File: src/hdl/triangle_quality_histogram_macros.svh
// Assertion macros shared by the triangle quality histogram RTL.
`ifndef TRIANGLE_QUALITY_HISTOGRAM_MACROS_SVH
`define TRIANGLE_QUALITY_HISTOGRAM_MACROS_SVH

// Same-cycle implication, checked on every rising clock edge outside reset.
`define TQH_ASSERT_NOW(label, ante, cons, msg) \
   label: assert property (@(posedge clock) disable iff (reset) (ante) |-> (cons)) \
      else $error(msg);

// Next-cycle implication, checked on every rising clock edge outside reset.
`define TQH_ASSERT_NEXT(label, ante, cons, msg) \
   label: assert property (@(posedge clock) disable iff (reset) (ante) |=> (cons)) \
      else $error(msg);

`endif

File: src/hdl/tqh_pkg.sv
// Types, widths and constants shared by the triangle quality histogram.
package tqh_pkg;

   localparam int COORD_WIDTH     = 24;
   localparam int COUNT_WIDTH     = 32;
   localparam int RATIO_FRAC_BITS = 16;

   localparam int NUM_BINS   = 10;
   localparam int BIN_W      = 4;
   localparam int THR_STEP   = 10000;
   localparam int THR_BIAS   = 1;
   localparam int THR_SCALE  = 100000;

   // Edge components, multiplier operands and products.
   localparam int DIFF_W = COORD_WIDTH + 1;
   localparam int MUL_W  = DIFF_W + 1;
   localparam int PROD_W = 2 * MUL_W;
   localparam int CR_W   = PROD_W + 1;
   localparam int MAG_W  = 2 * DIFF_W;

   // Sum of squared sides, squared cross product, root operand and root.
   localparam int S_W    = 2 * COORD_WIDTH + 4;
   localparam int X_W    = 4 * COORD_WIDTH + 4;
   localparam int N_W    = X_W + 4 + 2 * RATIO_FRAC_BITS;
   localparam int Y_W    = N_W / 2;
   localparam int REM_W  = Y_W + 3;
   localparam int Q_W    = RATIO_FRAC_BITS + 1;
   localparam int ITER_W = $clog2(Y_W + 1);

   typedef struct packed {
      logic signed [COORD_WIDTH-1:0] ax;
      logic signed [COORD_WIDTH-1:0] ay;
      logic signed [COORD_WIDTH-1:0] az;
      logic signed [COORD_WIDTH-1:0] bx;
      logic signed [COORD_WIDTH-1:0] by_coord;
      logic signed [COORD_WIDTH-1:0] bz;
      logic signed [COORD_WIDTH-1:0] cx;
      logic signed [COORD_WIDTH-1:0] cy;
      logic signed [COORD_WIDTH-1:0] cz;
      logic                          last_triangle;
   } tqh_req_type;

   typedef struct packed {
      logic [BIN_W-1:0]       bin_index;
      logic [COUNT_WIDTH-1:0] bin_count;
      logic                   last_bin;
   } tqh_rsp_type;

   // Upper edge of bin k-1 in ratio units, worked out at elaboration.
   function automatic logic [Q_W-1:0] bin_threshold(input int k);
      logic [63:0] t;
      t = ((64'(THR_STEP) * 64'(k) + 64'(THR_BIAS)) << RATIO_FRAC_BITS) / THR_SCALE;
      return Q_W'(t);
   endfunction

endpackage

File: src/hdl/tqh_ratio.sv
// Bit-serial square root and restoring divide that yield the quantized quality ratio.
module tqh_ratio (
   input  logic                          clock,
   input  logic                          reset,
   input  logic                          start,
   input  logic [tqh_pkg::S_W-1:0]       sum_sq,
   input  logic [tqh_pkg::X_W-1:0]       cross_sq,
   output logic                          done,
   output logic [tqh_pkg::Q_W-1:0]       ratio_q
);

   localparam logic [1:0] P_IDLE = 2'd0;
   localparam logic [1:0] P_ROOT = 2'd1;
   localparam logic [1:0] P_DIV  = 2'd2;

   logic [1:0]                        phase_ff, phase_in;
   logic [tqh_pkg::ITER_W-1:0]        iter_ff, iter_in;
   logic                              done_ff, done_in;
   logic                              zero_ff, zero_in;
   logic [tqh_pkg::N_W-1:0]           nsh_ff, nsh_in;
   logic [tqh_pkg::Y_W-1:0]           y_ff, y_in;
   logic [tqh_pkg::REM_W-1:0]         r_ff, r_in;
   logic [tqh_pkg::Y_W-1:0]           dv_ff, dv_in;
   logic [tqh_pkg::Q_W-1:0]           q_ff, q_in;
   logic [tqh_pkg::X_W+3:0]           x12;
   logic [tqh_pkg::REM_W-1:0]         r_sh, trial, dv_ext;
   logic                              root_ge, div_ge;

   // Root step takes two operand bits; divide step yields one quotient bit.
   always_comb begin
      x12     = ((tqh_pkg::X_W+4)'(cross_sq) << 3) + ((tqh_pkg::X_W+4)'(cross_sq) << 2);
      r_sh    = {r_ff[tqh_pkg::REM_W-3:0], nsh_ff[tqh_pkg::N_W-1 -: 2]};
      trial   = tqh_pkg::REM_W'({y_ff, 2'b01});
      root_ge = (r_sh >= trial);
      dv_ext  = tqh_pkg::REM_W'(dv_ff);
      div_ge  = (r_ff >= dv_ext);
   end

   always_comb begin
      phase_in = phase_ff;
      iter_in  = iter_ff;
      done_in  = 1'b0;
      zero_in  = zero_ff;
      nsh_in   = nsh_ff;
      y_in     = y_ff;
      r_in     = r_ff;
      dv_in    = dv_ff;
      q_in     = q_ff;
      case (phase_ff)
         P_IDLE: begin
            if (start) begin
               phase_in = P_ROOT;
               iter_in  = tqh_pkg::ITER_W'(tqh_pkg::Y_W - 1);
               zero_in  = (sum_sq == '0);
               nsh_in   = {x12, {(2*tqh_pkg::RATIO_FRAC_BITS){1'b0}}};
               y_in     = '0;
               r_in     = '0;
               dv_in    = {sum_sq, {tqh_pkg::RATIO_FRAC_BITS{1'b0}}};
               q_in     = '0;
            end
         end
         P_ROOT: begin
            r_in   = root_ge ? (r_sh - trial) : r_sh;
            y_in   = {y_ff[tqh_pkg::Y_W-2:0], root_ge};
            nsh_in = nsh_ff << 2;
            if (iter_ff == '0) begin
               // Root complete: it becomes the dividend.
               phase_in = P_DIV;
               iter_in  = tqh_pkg::ITER_W'(tqh_pkg::RATIO_FRAC_BITS);
               r_in     = tqh_pkg::REM_W'(y_in);
            end else begin
               iter_in = iter_ff - 1'b1;
            end
         end
         P_DIV: begin
            r_in  = div_ge ? (r_ff - dv_ext) : r_ff;
            q_in  = {q_ff[tqh_pkg::Q_W-2:0], div_ge};
            dv_in = dv_ff >> 1;
            if (iter_ff == '0) begin
               phase_in = P_IDLE;
               done_in  = 1'b1;
            end else begin
               iter_in = iter_ff - 1'b1;
            end
         end
         default: begin
            phase_in = P_IDLE;
         end
      endcase
   end

   always_ff @(posedge clock) begin
      if (reset) begin
         phase_ff <= P_IDLE;
         done_ff  <= 1'b0;
         iter_ff  <= '0;
      end else begin
         phase_ff <= phase_in;
         done_ff  <= done_in;
         iter_ff  <= iter_in;
      end
   end

   always_ff @(posedge clock) begin
      zero_ff <= zero_in;
      nsh_ff  <= nsh_in;
      y_ff    <= y_in;
      r_ff    <= r_in;
      dv_ff   <= dv_in;
      q_ff    <= q_in;
   end

   // A triangle with all vertices equal rates as zero.
   assign done    = done_ff;
   assign ratio_q = zero_ff ? '0 : q_ff;

endmodule

File: config.mk
export PLATFORM = sky130hd
export DESIGN_NAME = tqh_ratio
export DESIGN_NICKNAME = d
export VERILOG_FILES = /design/src/hdl/triangle_quality_histogram_macros.svh /design/src/hdl/tqh_pkg.sv /design/src/hdl/tqh_ratio.sv
export SDC_FILE = /design/constraint.sdc
export NUM_CORES = 1
export LEC_CHECK = 0
export CAP_MARGIN = 20
export CORE_MARGIN = 2
export CORE_UTILIZATION = 45
export DETAILED_ROUTE_END_ITERATION = 6
export DONT_BUFFER_PORTS = 1
export HOLD_SLACK_MARGIN = 0.1
export PLACE_DENSITY = 0.56
export SLEW_MARGIN = 20
export SYNTH_ARGS = -nofsm -noshare
export SYNTH_HDL_FRONTEND = slang
export SYNTH_SLANG_ARGS = --single-unit
export TNS_END_PERCENT = 20
File: constraint.sdc
create_clock -name clock -period 32.7 [get_ports clock]
set_input_delay 1.635 -clock clock [delete_from_list [all_inputs] [get_ports clock]]
set_output_delay 1.635 -clock clock [all_outputs]
set_load 0.05 [all_outputs]
Word-level counts from Yosys, hierarchy flattened
Index checks and enable logic that the tools add are counted.
W data, S select, Z words.
{ "op_classes": {"add_sub_neg": 4, "magnitude_cmp": 2, "n_eq_ne": 7, "n_mux": 23, "bitwise": 1, "reduce_logical": 13} }
{ "op_table": {"columns": ["cell", "count"], "rows": [
  ["$mux W71", 4],
  ["$pmux W136 S2", 1],
  ["$pmux W68 S2", 2],
  ["$pmux W71 S3", 1],
  ["$mux W136", 1],
  ["$mux W68", 2],
  ["$add A103 B102 Y104", 1],
  ["$ge A71 B68 Y1", 1],
  ["$ge A71 B70 Y1", 1],
  ["$sub A71 B68 Y71", 1],
  ["$sub A71 B70 Y71", 1],
  ["$logic_not A52 Y1", 1],
  ["$mux W17", 2],
  ["$pmux W17 S2", 1],
  ["$mux W7", 3],
  ["$pmux W7 S3", 1],
  ["$ne A2 B2 Y1 const B", 5],
  ["$reduce_and A3 Y1", 3],
  ["$logic_not A7 Y1", 1],
  ["$sub A7 B1 Y7 const B", 1],
  ["$mux W2", 3],
  ["$pmux W2 S3", 1],
  ["$reduce_and A2 Y1", 3],
  ["$reduce_bool A2 Y1", 2],
  ["7 further kinds", 7]
]} }
{ "word_totals": {"ff_bits": 371, "input_bits": 155, "out_inout_bits": 18, "wordCells": 59} }

Depth between registers and ports, before layout
{ "logic_depth": {"depth_word": 4, "mapped_depth": 16, "mapped_depth_nobuf": 15} }

Worst setup path before layout
OpenSTA, ideal clock, no wires.
{ "synth_timing": {"path_kind": "reg2reg", "startpoint": "register phase_ff[1]", "endpoint": "register nsh_ff[100] in the netlist's numbering, enable pin", "setup_time_ns": 0.935, "t_arrival_ns": 12.996, "required_ns": 31.765, "path_slack_ns": 18.769, "path_stages_with_launch": 7, "path_buffers": 2, "period_less_slack_ns": 13.931, "cell_sequence": "dfxtp_1 -> inv_1 -> ha_1 -> clkbuf_1 -> inv_1 -> clkbuf_1 -> o21ai_0"} }
{ "synth_between": {"elab_chain_len": 3, "word_cells_on_any_way": 5, "classes_between": "eq/ne (2); reduce/logical (3)"} }
{ "synth_lines": {"columns": ["element", "line_no", "rtl"], "rows": [
  ["start: declaration", "tqh_ratio.sv:16", "logic [1:0] phase_ff, phase_in;"],
  ["start signal: assignment", "tqh_ratio.sv:98", "phase_ff <= phase_in;"],
  ["$eq A2 B1 Y1 / $logic_not A2 Y1 (equally long branches)", "tqh_ratio.sv:49", "case (phase_ff)"],
  ["$reduce_bool A2 Y1 (no line) / $ne A2 B2 Y1 (equally long branches)", null, null],
  ["$reduce_and A2 Y1 (no line) (*)", null, null],
  ["end signal: assignment", "tqh_ratio.sv:106", "nsh_ff <= nsh_in;"],
  ["end: declaration", "tqh_ratio.sv:20", "logic [tqh_pkg::N_W-1:0] nsh_ff, nsh_in;"]
]} }
Mark *: on every way between the ends. The rest lies on a longest branch, timed or not.
A chain may end at the register's enable or synchronous reset.

Worst setup path in the final report
{ "layout_timing": {"startpoint": "register r_ff[9] in the netlist's numbering", "endpoint": "register r_ff[27] in the netlist's numbering, enable pin"} }
{ "layout_between": {"elab_chain_len": 3} }
{ "layout_lines": {"columns": ["element", "line_no", "rtl"], "rows": [
  ["start: declaration", "tqh_ratio.sv:22", "logic [tqh_pkg::REM_W-1:0] r_ff, r_in;"],
  ["start signal: assignment", "tqh_ratio.sv:108", "r_ff <= r_in;"],
  ["$ge A71 B68 Y1", "tqh_ratio.sv:36", "div_ge = (r_ff >= dv_ext);"],
  ["$ne A2 B2 Y1 (no line)", null, null],
  ["$reduce_and A3 Y1 (no line)", null, null]
]} }
Every way passes these cells.

==> results.md <==
* Total core area at 65700 sq um
* Final setup viols at 0
* Synth cell types at 95
* Initial antenna violation count at 2
* RR Startpoint: r_ff[9]
* Fmax at 199 MHz
* Num CTS Buffers at 43
* Grt met2 use at 0.435
* Synthesis-stage register bit count at 337
* H-tree level count at 2
* Largest fanout on the critical path at between 70 and 80
* Final Hold Viols at 0
* Gr busiest metal: met2
* Clock transition at path regs at 0.06 ns
* Syn Area/Cell at 8.47 sq um
* Syn_nets at 3934
* Cell count after synthesis at approximately 3500
* Clock Skews at 0.0267 ns
* Post-CTS Setup Inserts at 0
* WL/cell at about 21 um
* First-pass GRT wire length at 143000 um
* Most common cell type on the critical path: buf_4
* Clock Tree Buf Depth at 3
* DRT antenna net count at 0
* Tmin final at 5.03 ns
* FF-to-FF path depth at 14
* Worst Hold Endpoint: nsh_ff[91]
* Placement Rows at 94
* Crit path DAT at 5.22 ns
* Worst slew margin at 0.291
* CTS sink count at 337
* Worst VDD drop at ~34 uV
* FF-to-FF End: r_ff[27]
* Largest net degree at the start of global routing at 106
* Critical path's largest stage delay at 0.80 ns
* Final period utilization at 0.154
* Number of detailed-routing iterations run before antenna repair at 5
* Hold Path Class: reg2reg
* Initial Util at 0.455
* Antenna Cells at 0
* Post-CTS sizing at 0
* Worst-Skew Late Latency at between 0.5 and 0.6 ns
* Io pins at 173
* DRC violations left at 0
* Fill cells at 6409
* FF/Latch Area at 10000 sq um
* Setup TNS at 0 ns
* CP Launch Type: register
* GR Util met3 at 0.0276
* Cell chain of the critical path: ha_1, and4_1, nand3_1, or3_1, nor3b_1, o211a_1, o21ai_1, a21o_1, a211oi_1, o31a_1, nor4_1, buf_4, a21boi_4, buf_4
* Die width at 262 um
* Vias in the first global route at 26000
* Die ar. at 68600 sq um
* Final HPWL DP at 69300 um
* Worst R2R Setup Slack at 27.67 ns
* Met1 Use GR at 0.353
* Setup CP Type: reg2reg
* Crit. End Element: register
* WHS Path Cells at 2
* YS warnings at 0
* RSZ-0062 raised after global routing: no
* WP data required at 32.88 ns
* Layout cells sized above 1 at 0.0540
* Synth-to-Final Area Change at 6.32%
* Post-synth EDFFs at 327
* CP max-delay cell: buf_4
* Seq/Total Area, Yosys at 0.335
* Multi-input gate area at 18400 sq um
* Least-Margin Pin Slew at 1.06 ns
* Final hold slack at 0.513 ns
* CTS tree: yes
* Max Cap Viol at 0
* Final slew viol count at 0
* IO buf count at 0
* Netlist Area Pre-Place at 29900 sq um
* Root Driver: clkbuf_16
* Placer congestion estimate at 0.935
* NumNets Final at 3798
* Final WL at 91100 um
* HP Start: nsh_ff[89]
* FFs w/ async S/R, synth at 0
* Die height at between 200 and 300 um
* Total Routing Usage GR at 0.261
* Synth Flop Type: edfxtp_1
* DRT iter0 DRCs at 1851
* Outcome: completed
* Via density at 6.09
* Number of hold buffers added after cts at 0
* Total gr overflow at 0
* Leakage at around 13 nW
* Detailed-route via count at 26100
* Pwr dens at 67.5 nW/um^2
-- flip-flops by register name, indices dropped and copies added, names as in the netlist, 2 cells and up --
name and count:
phase_ff 2, y_ff 68, iter_ff 7, r_ff 71
q_ff 17, nsh_ff 102, dv_ff 68
-- metrics by stage --
stage	setup slack, ns	total power [mW]	area [sq um]	util	instances
2_1_floorplan	18.77	1.42	29900	-	3533
3_3_place_gp	27.18	1.65	30400	0.462	4215
3_5_place_dp	27.19	1.66	30400	0.462	4215
4_1_cts	27.76	2.15	31800	0.483	4291
5_1_grt	27.44	2.29	31800	0.484	4292
6_report	27.67	2.15	31800	0.484	4292
-- worst max-delay path, delay by kind of cell, from the launching register on --
family | cells | cell delay [ns]
AOI/OAI and AO/OA | 6 | 1.64
and+or+nand+nor | 5 | 1.15
buffers and inverters | 2 | 0.97
adders and majority gates | 1 | 0.40
DFF | 1 | 0.42
-- metal layers --
layer	part of all wire	wire length, um
met2	0.46	42200
met1	0.45	41400
met5	0	0
met4	0.034	3080
met3	0.048	4360
-- cell usage after synthesis (all sizes together) (8+ instances only) --
library cell | n | share of area
a211oi | 32 | 0.0087
a21boi | 21 | 0.0053
a21o | 131 | 0.033
a21oi | 326 | 0.055
a221oi | 8 | 0.0023
a31oi | 33 | 0.0076
a41oi | 13 | 0.0041
and2 | 37 | 0.0078
and3 | 29 | 0.0061
buf | 57 | 0.0096
clkbuf | 144 | 0.018
dfxtp | 10 | 0.0067
edfxtp | 327 | 0.33
ha | 244 | 0.10
inv | 207 | 0.026
mux2 | 55 | 0.021
nand2 | 359 | 0.045
nand2b | 22 | 0.0046
nand3 | 58 | 0.0097
nand4 | 90 | 0.020
nor2 | 283 | 0.036
nor2b | 44 | 0.0092
nor3 | 58 | 0.010
nor4 | 30 | 0.0063
o2111ai | 8 | 0.0023
o211a | 8 | 0.0027
o211ai | 69 | 0.017
o21a | 22 | 0.0055
o21ai | 327 | 0.055
o21bai | 48 | 0.012
o22ai | 56 | 0.012
o31a | 8 | 0.0023
o31ai | 19 | 0.0049
o41ai | 8 | 0.0035
or3 | 14 | 0.0029
xnor2 | 121 | 0.035
xor2 | 105 | 0.031
-- where the power goes --
part	internal (mW)	total, mW	switching, mW
Sequential	0.588	0.635	0.0471
Clock	0.281	0.478	0.196
Combinational	0.366	1.03	0.668
Total	1.24	2.15	0.911
-- worst max path at each step --
stage,from,to,depth (start not counted)
after floorplan,phase_ff[1],nsh_ff[100],6
after global placement,cross_sq[0],nsh_ff[131],14
after detailed placement,cross_sq[0],nsh_ff[131],14
after CTS,r_ff[9],r_ff[25],14
after global routing,cross_sq[0],nsh_ff[131],14
final,r_ff[9],r_ff[27],14
-- area by class of cell --
type,instances,share of cell area
clock inverters,23,0.00673
inverters,207,0.0244
flip-flops and latches,337,0.315
multi-input cells,2788,0.578
clock buffers,53,0.0363
well taps,864,0.0340
repair buffers,20,0.00547
-- cell usage in the layout, fill, tap and decap left out, drive strengths merged, types with 55 or more instances in the layout --
cell type / instances
mux2: 55
o22ai: 56
nor2: 283
nand4: 90
edfxtp: 327
inv: 208
ha: 244
xnor2: 121
a21oi: 326
a21o: 131
xor2: 105
nor3: 58
o21ai: 327
nand2: 359
nand3: 58
o211ai: 69
-- cell families after synthesis --
group,after synthesis,share of synthesized area
AND/OR/NAND/NOR,1060,0.167
XOR/XNOR,226,0.0662
adder cells (fa/ha/maj),246,0.103
flip-flops,337,0.335
buffers and inverters,408,0.0537
multiplexers,62,0.0232
AO/OA/AOI/OAI,1194,0.252
(Power assumes the default switching activity.)
