File: config.mk
export PLATFORM = sky130hd
export DESIGN_NAME = tqh_mac
export DESIGN_NICKNAME = d
export VERILOG_FILES = /design/src/hdl/triangle_quality_histogram_macros.svh /design/src/hdl/tqh_pkg.sv /design/src/hdl/tqh_mac.sv
export SDC_FILE = /design/constraint.sdc
export NUM_CORES = 2
export LEC_CHECK = 0
export ABC_CLOCK_PERIOD_IN_PS = 12000
export BUFFER_PORTS_ARGS = -buffer_cell sky130_fd_sc_hd__buf_4
export CORE_MARGIN = 4
export CORE_UTILIZATION = 50
export CTS_CLUSTER_SIZE = 10
export DETAILED_ROUTE_END_ITERATION = 12
export HOLD_SLACK_MARGIN = 0.02
export PLACE_DENSITY = 0.65
export RECOVER_POWER = 100
export SLEW_MARGIN = 30
export SYNTH_ARGS = -nofsm -noshare
export SYNTH_HDL_FRONTEND = slang
export SYNTH_SLANG_ARGS = --single-unit
File: constraint.sdc
create_clock -name clock -period 12 [get_ports clock]
set_input_delay 1.2 -clock clock [delete_from_list [all_inputs] [get_ports clock]]
set_output_delay 1.2 -clock clock [all_outputs]
set_load 0.005 [all_outputs]
File: src/hdl/triangle_quality_histogram_macros.svh
// Assertion macros shared by the triangle quality histogram RTL.
`ifndef TRIANGLE_QUALITY_HISTOGRAM_MACROS_SVH
`define TRIANGLE_QUALITY_HISTOGRAM_MACROS_SVH

// Same-cycle implication, checked on every rising clock edge outside reset.
`define TQH_ASSERT_NOW(label, ante, cons, msg) \
   label: assert property (@(posedge clock) disable iff (reset) (ante) |-> (cons)) \
      else $error(msg);

// Next-cycle implication, checked on every rising clock edge outside reset.
`define TQH_ASSERT_NEXT(label, ante, cons, msg) \
   label: assert property (@(posedge clock) disable iff (reset) (ante) |=> (cons)) \
      else $error(msg);

`endif

File: src/hdl/tqh_pkg.sv
// Types, widths and constants shared by the triangle quality histogram.
package tqh_pkg;

   localparam int COORD_WIDTH     = 24;
   localparam int COUNT_WIDTH     = 32;
   localparam int RATIO_FRAC_BITS = 16;

   localparam int NUM_BINS   = 10;
   localparam int BIN_W      = 4;
   localparam int THR_STEP   = 10000;
   localparam int THR_BIAS   = 1;
   localparam int THR_SCALE  = 100000;

   // Edge components, multiplier operands and products.
   localparam int DIFF_W = COORD_WIDTH + 1;
   localparam int MUL_W  = DIFF_W + 1;
   localparam int PROD_W = 2 * MUL_W;
   localparam int CR_W   = PROD_W + 1;
   localparam int MAG_W  = 2 * DIFF_W;

   // Sum of squared sides, squared cross product, root operand and root.
   localparam int S_W    = 2 * COORD_WIDTH + 4;
   localparam int X_W    = 4 * COORD_WIDTH + 4;
   localparam int N_W    = X_W + 4 + 2 * RATIO_FRAC_BITS;
   localparam int Y_W    = N_W / 2;
   localparam int REM_W  = Y_W + 3;
   localparam int Q_W    = RATIO_FRAC_BITS + 1;
   localparam int ITER_W = $clog2(Y_W + 1);

   typedef struct packed {
      logic signed [COORD_WIDTH-1:0] ax;
      logic signed [COORD_WIDTH-1:0] ay;
      logic signed [COORD_WIDTH-1:0] az;
      logic signed [COORD_WIDTH-1:0] bx;
      logic signed [COORD_WIDTH-1:0] by_coord;
      logic signed [COORD_WIDTH-1:0] bz;
      logic signed [COORD_WIDTH-1:0] cx;
      logic signed [COORD_WIDTH-1:0] cy;
      logic signed [COORD_WIDTH-1:0] cz;
      logic                          last_triangle;
   } tqh_req_type;

   typedef struct packed {
      logic [BIN_W-1:0]       bin_index;
      logic [COUNT_WIDTH-1:0] bin_count;
      logic                   last_bin;
   } tqh_rsp_type;

   // Upper edge of bin k-1 in ratio units, worked out at elaboration.
   function automatic logic [Q_W-1:0] bin_threshold(input int k);
      logic [63:0] t;
      t = ((64'(THR_STEP) * 64'(k) + 64'(THR_BIAS)) << RATIO_FRAC_BITS) / THR_SCALE;
      return Q_W'(t);
   endfunction

endpackage

File: src/hdl/tqh_mac.sv
// Shared multiplier sequence that forms the sum of squared sides and the squared cross product.
module tqh_mac (
   input  logic                          clock,
   input  logic                          reset,
   input  logic                          start,
   input  tqh_pkg::tqh_req_type          vert,
   output logic                          done,
   output logic [tqh_pkg::S_W-1:0]       sum_sq,
   output logic [tqh_pkg::X_W-1:0]       cross_sq
);

   localparam int STEP_W    = 5;
   localparam int LAST_STEP = 27;

   localparam logic [2:0] K_NONE = 3'd0;
   localparam logic [2:0] K_SQ   = 3'd1;
   localparam logic [2:0] K_LOAD = 3'd2;
   localparam logic [2:0] K_SUB  = 3'd3;
   localparam logic [2:0] K_LL   = 3'd4;
   localparam logic [2:0] K_HL   = 3'd5;
   localparam logic [2:0] K_HH   = 3'd6;

   logic                                  busy_ff, busy_in;
   logic                                  done_ff, done_in;
   logic [STEP_W-1:0]                     step_ff, step_in;
   logic [2:0]                            kind_ff, kind_in, kind_dec;
   logic signed [tqh_pkg::DIFF_W-1:0]     diff_ff [9];
   logic signed [tqh_pkg::DIFF_W-1:0]     diff_in [9];
   logic signed [tqh_pkg::PROD_W-1:0]     prod_ff, prod_in;
   logic signed [tqh_pkg::CR_W-1:0]       cr_ff, cr_in;
   logic [tqh_pkg::S_W-1:0]               s_ff, s_in;
   logic [tqh_pkg::X_W-1:0]               x_ff, x_in;
   logic signed [tqh_pkg::MUL_W-1:0]      op_a, op_b, lo_op, hi_op;
   logic [tqh_pkg::CR_W-1:0]              cr_mag;
   logic [tqh_pkg::PROD_W-1:0]            prod_u;

   // Edge vectors e1 = B-A, e2 = C-A, e3 = C-B, taken at the input transfer.
   always_comb begin
      diff_in[0] = tqh_pkg::DIFF_W'(vert.bx)       - tqh_pkg::DIFF_W'(vert.ax);
      diff_in[1] = tqh_pkg::DIFF_W'(vert.by_coord) - tqh_pkg::DIFF_W'(vert.ay);
      diff_in[2] = tqh_pkg::DIFF_W'(vert.bz)       - tqh_pkg::DIFF_W'(vert.az);
      diff_in[3] = tqh_pkg::DIFF_W'(vert.cx)       - tqh_pkg::DIFF_W'(vert.ax);
      diff_in[4] = tqh_pkg::DIFF_W'(vert.cy)       - tqh_pkg::DIFF_W'(vert.ay);
      diff_in[5] = tqh_pkg::DIFF_W'(vert.cz)       - tqh_pkg::DIFF_W'(vert.az);
      diff_in[6] = tqh_pkg::DIFF_W'(vert.cx)       - tqh_pkg::DIFF_W'(vert.bx);
      diff_in[7] = tqh_pkg::DIFF_W'(vert.cy)       - tqh_pkg::DIFF_W'(vert.by_coord);
      diff_in[8] = tqh_pkg::DIFF_W'(vert.cz)       - tqh_pkg::DIFF_W'(vert.bz);
   end

   // Halves of the current cross component's magnitude feed its square.
   always_comb begin
      cr_mag = (cr_ff < 0) ? tqh_pkg::CR_W'(-cr_ff) : tqh_pkg::CR_W'(cr_ff);
      lo_op  = $signed({1'b0, cr_mag[tqh_pkg::DIFF_W-1:0]});
      hi_op  = $signed({1'b0, cr_mag[tqh_pkg::MAG_W-1:tqh_pkg::DIFF_W]});
   end

   // Operand schedule: nine squared edge components, then three groups of
   // two cross products, a bubble, and the three partial squares.
   always_comb begin
      op_a     = '0;
      op_b     = '0;
      kind_dec = K_NONE;
      case (step_ff) inside
         [0:8]: begin
            op_a     = tqh_pkg::MUL_W'(diff_ff[step_ff[3:0]]);
            op_b     = tqh_pkg::MUL_W'(diff_ff[step_ff[3:0]]);
            kind_dec = K_SQ;
         end
         9: begin
            op_a = tqh_pkg::MUL_W'(diff_ff[1]); op_b = tqh_pkg::MUL_W'(diff_ff[5]);
            kind_dec = K_LOAD;
         end
         10: begin
            op_a = tqh_pkg::MUL_W'(diff_ff[2]); op_b = tqh_pkg::MUL_W'(diff_ff[4]);
            kind_dec = K_SUB;
         end
         15: begin
            op_a = tqh_pkg::MUL_W'(diff_ff[2]); op_b = tqh_pkg::MUL_W'(diff_ff[3]);
            kind_dec = K_LOAD;
         end
         16: begin
            op_a = tqh_pkg::MUL_W'(diff_ff[0]); op_b = tqh_pkg::MUL_W'(diff_ff[5]);
            kind_dec = K_SUB;
         end
         21: begin
            op_a = tqh_pkg::MUL_W'(diff_ff[0]); op_b = tqh_pkg::MUL_W'(diff_ff[4]);
            kind_dec = K_LOAD;
         end
         22: begin
            op_a = tqh_pkg::MUL_W'(diff_ff[1]); op_b = tqh_pkg::MUL_W'(diff_ff[3]);
            kind_dec = K_SUB;
         end
         12, 18, 24: begin
            op_a = lo_op; op_b = lo_op; kind_dec = K_LL;
         end
         13, 19, 25: begin
            op_a = hi_op; op_b = lo_op; kind_dec = K_HL;
         end
         14, 20, 26: begin
            op_a = hi_op; op_b = hi_op; kind_dec = K_HH;
         end
         default: begin
            kind_dec = K_NONE;
         end
      endcase
   end

   // One registered multiply per cycle.
   always_comb begin
      prod_in = op_a * op_b;
      prod_u  = $unsigned(prod_ff);
   end

   // Accumulate the product registered in the previous cycle; a start clears both sums.
   always_comb begin
      s_in  = s_ff;
      x_in  = x_ff;
      cr_in = cr_ff;
      case (kind_ff)
         K_SQ:    s_in  = s_ff + tqh_pkg::S_W'(prod_u);
         K_LOAD:  cr_in = tqh_pkg::CR_W'(prod_ff);
         K_SUB:   cr_in = cr_ff - tqh_pkg::CR_W'(prod_ff);
         K_LL:    x_in  = x_ff + tqh_pkg::X_W'(prod_u[tqh_pkg::MAG_W-1:0]);
         K_HL:    x_in  = x_ff + (tqh_pkg::X_W'(prod_u[tqh_pkg::MAG_W-1:0])
                                  << (tqh_pkg::DIFF_W + 1));
         K_HH:    x_in  = x_ff + (tqh_pkg::X_W'(prod_u[tqh_pkg::MAG_W-1:0])
                                  << tqh_pkg::MAG_W);
         default: s_in  = s_ff;
      endcase
      if (start) begin
         s_in = '0;
         x_in = '0;
      end
   end

   // Step sequencing.
   always_comb begin
      busy_in = busy_ff;
      step_in = step_ff;
      done_in = 1'b0;
      kind_in = busy_ff ? kind_dec : K_NONE;
      if (start) begin
         busy_in = 1'b1;
         step_in = '0;
         kind_in = K_NONE;
      end else if (busy_ff) begin
         if (step_ff == STEP_W'(LAST_STEP)) begin
            busy_in = 1'b0;
            done_in = 1'b1;
         end else begin
            step_in = step_ff + 1'b1;
         end
      end
   end

   always_ff @(posedge clock) begin
      if (reset) begin
         busy_ff <= 1'b0;
         done_ff <= 1'b0;
         kind_ff <= K_NONE;
         step_ff <= '0;
      end else begin
         busy_ff <= busy_in;
         done_ff <= done_in;
         kind_ff <= kind_in;
         step_ff <= step_in;
      end
   end

   always_ff @(posedge clock) begin
      if (start) begin
         for (int i = 0; i < 9; i++) begin
            diff_ff[i] <= diff_in[i];
         end
      end
      prod_ff <= prod_in;
      cr_ff   <= cr_in;
      s_ff    <= s_in;
      x_ff    <= x_in;
   end

   assign done     = done_ff;
   assign sum_sq   = s_ff;
   assign cross_sq = x_ff;

endmodule

### Word level (Yosys, flattened, before mapping)

Memories as Yosys holds them, arrays and structs flattened. A register that Yosys moved wholly into a read port is not among the register bits.
Cells that the tools add are included.

| operators by class | value |
|---|---|
| add/subtract/negate cells | 16 |
| multiply operators | 1 |
| order comparisons | 3 |
| equal/unequal tests | 22 |
| multiplexer cells | 40 |
| bitwise operators | 2 |
| reductions and logical operators | 11 |

Operators with widths:

| kind | count |
|---|---|
| 26-bit two-way mux | 16 |
| 100-bit case mux with 3 select lines | 1 |
| 24-bit by 24-bit subtractor with 25-bit output | 9 |
| 53-bit case mux with 2 select lines | 1 |
| 100-bit adder | 1 |
| 100-bit by 50-bit adder with 100-bit output | 1 |
| 100-bit by 76-bit adder with 100-bit output | 1 |
| 25-bit two-way mux | 3 |
| 53-bit by 1-bit less-than comparator with 1-bit output, second input constant | 1 |
| 53-bit by 52-bit subtractor with 53-bit output | 1 |
| 52-bit adder | 1 |
| 26-bit by 26-bit multiplier with 52-bit output | 1 |
| 5-bit equality test, second input constant | 10 |
| 50-bit two-way mux | 1 |
| 50-bit negation | 1 |
| 5-bit by 4-bit equality test with 1-bit output, second input constant | 6 |
| 2-bit two-way mux | 6 |
| 3-bit OR reduction | 4 |
| 10-bit OR reduction | 1 |
| 3-bit equality test, second input constant | 3 |
| 3-bit two-way mux | 3 |
| 4-bit two-way mux | 2 |
| 1-bit two-way mux | 7 |
| 3-bit by 2-bit equality test with 1-bit output, second input constant | 2 |
| 11 further kinds | 12 |

| storage, ports and cells | value |
|---|---|
| flip-flop bits (word level) | 267 |
| RAM bits | 225 |
| input bits | 220 |
| output and inout port bits | 153 |
| logic and storage cells | 106 |
| memories | 1 |

Memory list:

| memory | words | bits a word | read ports | clocked after memory_dff | write ports | RTL line | RTL |
|---|---|---|---|---|---|---|---|
| diff_ff | 9 | 25 | 7 | 1 | 9 | tqh_mac.sv:27 | `logic signed [tqh_pkg::DIFF_W-1:0] diff_ff [9];` |

### Longest topological paths before layout

| depth | value |
|---|---|
| depth in word-level cells | 13 |
| depth in mapped cells | 45 |
| mapped depth without buffers | 41 |

### Least setup slack after synthesis

No wires, ideal clock.

| timing path | value |
|---|---|
| path kind | register -> register |
| start | register cr_ff[17] (netlist bit) |
| end | register prod_ff[51] (netlist bit) |
| library setup time | 72 ps |
| arrival | 9,949 ps |
| data required time | 11,928 ps |
| setup slack | 1,979 ps |
| stages on the path, launching flop included | 39 |
| clock period less this slack | 10,021 ps |
| cells stage by stage | edfxtp_1 > or4_4 > or4_1 > o41ai_1 > xor2_1 > o221ai_1 > o211ai_1 > a211oi_1 > a21oi_1 > a21oi_1 > a21oi_1 > o21ai_1 > clkbuf_1 > nand2_1 > fa_1 > inv_1 > fa_1 > inv_1 > (+3 left out) > fa_1 > fa_1 > inv_1 > fa_1 > inv_1 > ha_1 > a21o_1 > a21o_1 > a21o_1 > a21o_1 > a21o_1 > a21o_1 > a221oi_1 > o21ai_0 > a31oi_1 > o221ai_1 > a21oi_1 > xnor2_1 |

| on the way | value |
|---|---|
| cells in the longest elaborated chain, start to end | 13 |

RTL lines:

| item | RTL line | RTL |
|---|---|---|
| start: declaration | tqh_mac.sv:30 | `logic signed [tqh_pkg::CR_W-1:0] cr_ff, cr_in;` |
| start signal: assignment | tqh_mac.sv:177 | `cr_ff <= cr_in;` |
| 50-bit negation or 53-bit by 1-bit less-than comparator with 1-bit output (tied branches) | tqh_mac.sv:52 | `cr_mag = (cr_ff < 0) ? tqh_pkg::CR_W'(-cr_ff) : tqh_pkg::CR_W'(cr_ff);` |
| 50-bit two-way mux * | tqh_mac.sv:52 |  |
| 25-bit two-way mux | tqh_mac.sv:63 | `case (step_ff) inside` |
| 26-bit two-way mux or 25-bit two-way mux (tied branches) (2 in series) | tqh_mac.sv:63 |  |
| 26-bit two-way mux (7 in series) | tqh_mac.sv:63 |  |
| 26-bit by 26-bit multiplier with 52-bit output * | tqh_mac.sv:110 | `prod_in = op_a * op_b;` |
| named net prod_in (one bit) | tqh_mac.sv:29 | `logic signed [tqh_pkg::PROD_W-1:0] prod_ff, prod_in;` |
| end signal: assignment | tqh_mac.sv:176 | `prod_ff <= prod_in;` |
| end: declaration | tqh_mac.sv:29 |  |

Mark *: on every way through the listed nets, which the timed path passes. The rest lies on a longest branch.
A chain may end at the register's enable or synchronous reset.

### Final worst setup path

| timing path | value |
|---|---|
| start | register cr_ff[0] (netlist bit) |
| end | register prod_ff[50] (netlist bit) |

The elaborated chain is that of the path after synthesis.

==> impl_metrics.csv <==
group,metric,value,unit
placement,gp_congestion,1.014,
status,violations,"capacitance limit, slew limit",
logic_synthesis,netlist-cell-type-count,110,
clock_network,cts_setup_buffers,0,
timing,hold_viol,0,
logic_synthesis,synthFlopType,"edfxtp_1",
grt,grt_pass1_wl,394200,µm
worst_setup_path,crit_type,"reg -> reg",
worst_setup_path,worst-path-max-fanout,12,
grt,grtUsageTotal,0.3511,
hold_path,hold_path_class,"reg -> reg",
timing,fin_worst_skew,0.06650,ns
worst_setup_path,crit_arrival,12.07,ns
timing,max_freq,0.08664,GHz
clock_network,tritoncts,"done",
floorplanning,io_pins,373,
floorplanning,die_y,386.0,µm
worst_setup_path,endpoint_kind,"register",
logic_synthesis,syn_area,71420,µm²
routing,drc,0,
grt,met3_usage,0.06717,
logic_synthesis,synth.area.top_cells,"fa_1 20%, edfxtp_1 12%, ha_1 11%, inv_1 6.1%, dfxtp_1 6.1%",
logic_synthesis,synth_edf_count,278,
clock_network,htreeDepth,3,
routing,dr.pass1.iters,8,
clock_network,path_clk_slew,0.06,ns
floorplanning,coreArea,141800,µm²
worst_setup_path,r2r_slack,0.46,ns
final_layout,drive_above_1_share,0.09128,
logic_synthesis,syn-instance-count,8487,
hold_path,min_from,"sum_sq[11]$_SDFFE_PP0N_",
timing,period_needed,11.54,ns
placement,hpwl,212100,µm
logic_synthesis,synth.ff_latch_count,496,
placement,place_area,77160,µm²
clock_network,cts_root_buf,"clkbuf_16",
worst_setup_path,critPathLaunchType,"register",
final_layout,layout_common_cells,"1168 x inv_1, 971 x nand2_1, 724 x fa_1",
floorplanning,die_w,386.0,µm
floorplanning,start_util,0.5038,
logic_synthesis,synth_nets,10051,
worst_setup_path,rr_startpoint,"cr_ff[0]$_DFFE_PP_",
hold_path,whs_path_depth,2,
grt,antenna_found_initial,7,
final_layout,fin_area,79200,µm²
final_layout,fin_nets,10393,
routing,wl_per_cell,24.42,µm
clock_network,cts_buffer_depth,3,
clock_network,cts_inserted_buffers,71,
floorplanning,num_rows,138,
logic_synthesis,ys_seq_area_frac,0.1780,
grt,grt_pass1_vias,63663,
logic_synthesis,avgSynthCellArea,8.416,µm²
logic_synthesis,synth_top_area_cell,"fa_1",
final_layout,final_common_cell,"inv_1",
status,status,"finished with violations",
grt,busiest_layer,"met2",
placement,port_buffers,371,
timing,rsz0062_at_grt,"false",
worst_setup_path,cp.required,12.53,ns
worst_setup_path,rr_endpoint,"prod_ff[50]$_DFF_P_",
routing,drt_wl_total,263200,µm
routing,drtAntennaViolNets,0,
grt,gr-usage-met1,0.4599,
clock_network,ctsHoldBuffers,0,
clock_network,cts.sinks,496,
logic_synthesis,ys_async_sr_fraction,0,
worst_setup_path,crit_top_cell,"inv_1",
timing,tightest_slew,6.572,ns
grt,grt_max_degree,119,
clock_network,insertion_delay,0.70,ns
worst_setup_path,worstRegToRegCells,38,
run,max_cap_viol_count,9,
grt,grt_util_met2,0.5487,
timing,post-route-period-util,0.9619,
final_layout,area_growth_syn_to_layout,10.88,%
timing,slew_viol_final,569,
hold_path,holdPathEnd,"sum_sq[11]$_SDFFE_PP0N_",
final_layout,fin_util,0.5587,
worst_setup_path,crit_path_max_incr_delay,0.59,ns
grt,overflow,0,
routing,num_vias,64739,
floorplanning,dieArea,149000,µm²
timing,finalSetupViolCount,0,
timing,slew_headroom,-3.382,
routing,post_drt_via_cell_ratio,6.007,
timing,fin_tns_setup,0,ns
routing,drtIter0Drc,6300,
worst_setup_path,critPathSlowestCell,"o221a_2",
logic_synthesis,synthDominantCellAreaShare,0.2029,
logic_synthesis,synth_warnings,0,
[routing by layer]
metal,up-vias,routed length [µm]
li1,29677,-
met1,31339,106700
met2,3038,114600
met3,685,24120
met4,0,17820
met5,-,0
[cell families after synthesis]
logic type / count (synthesis) / share of synthesized area
AOI/OAI and AO/OA: 2114 / 0.1898
xor gates and xnor gates: 515 / 0.06315
adders and majority gates: 1344 / 0.3115
buffers and inverters: 1510 / 0.08060
DFF: 496 / 0.1780
muxes: 97 / 0.02263
and+or+nand+nor: 2411 / 0.1543
[registers in the layout (all words and copies together), names as in the netlist, named ones only]
name      count
busy_ff       1
cr_ff        53
cross_sq    100
diff_ff     225
done          1
kind_ff       3
prod_ff      52
step_ff       5
sum_sq       52
[how the worst max path moves through the flow]
stage / from / endpoint / slack (ns)
floorplan: cr_ff[17]$_DFFE_PP_ / prod_ff[51]$_DFF_P_ / 1.98
global placement: cr_ff[3]$_DFFE_PP_ / prod_ff[51]$_DFF_P_ / 0.79
detailed placement: cr_ff[3]$_DFFE_PP_ / prod_ff[51]$_DFF_P_ / 0.68
CTS: cr_ff[3]$_DFFE_PP_ / prod_ff[51]$_DFF_P_ / 0.57
global route: cr_ff[1]$_DFFE_PP_ / prod_ff[51]$_DFF_P_ / 0.07
finish: cr_ff[0]$_DFFE_PP_ / prod_ff[50]$_DFF_P_ / 0.46
[cells in the mapped netlist (40+ instances only)]
cell type	instances
o21a_1	71
o21bai_1	60
dfxtp_1	218
buf_2	40
a31oi_1	75
xnor2_1	338
nand2b_1	81
nor3_1	125
nand4_1	60
o31ai_1	46
nor2b_1	85
nand3_1	148
a211oi_1	88
a21oi_1	622
mux4_2	50
ha_1	620
clkbuf_1	274
a21o_1	247
and3_1	69
a221oi_1	43
and2_1	102
edfxtp_1	278
nor2_1	602
xor2_1	177
or3_1	49
fa_1	724
nand2_1	972
inv_1	1168
o21ai_0	466
[metrics by stage]
stage	cells	hold WS (ns)	setup WS [ns]
floorplan	8487	0.4650	1.979
finish	10778	0.4720	0.4576
global placement	10646	0.4607	0.7883
CTS	10775	0.4760	0.5743
global route	10775	0.4955	0.07379
detailed placement	10646	0.4681	0.6804
[critical path, delay by kind of cell (launching register included)]
kind / cells / cell delay (ns)
buf+inv: 8 / 0.50
flops: 1 / 0.46
simple gates: 8 / 2.25
fa+ha+maj: 9 / 4.07
xor+xnor: 2 / 0.32
compound gates: 11 / 3.75
[final cells by class]
class / instances / area (µm²)
repair buffers: 607 / 4275
well taps: 1890 / 2365
diodes: 3 / 7.507
clock inverters: 23 / 301.5
flip-flops and latches: 496 / 12720
fillers: 13199 / 62560
clock buffers: 106 / 2051
multi-input cells: 6481 / 53080
inverters: 1172 / 4399
[repair_timing]
action / in CTS / in global routing
resized for setup: 0 / 3
endpoints found under the hold margin: 0 / 0
setup endpoints to repair: 0 / 5
Power is not shown: default switching activity piles up to over one toggle a cycle in this logic, so the estimate is an artifact.
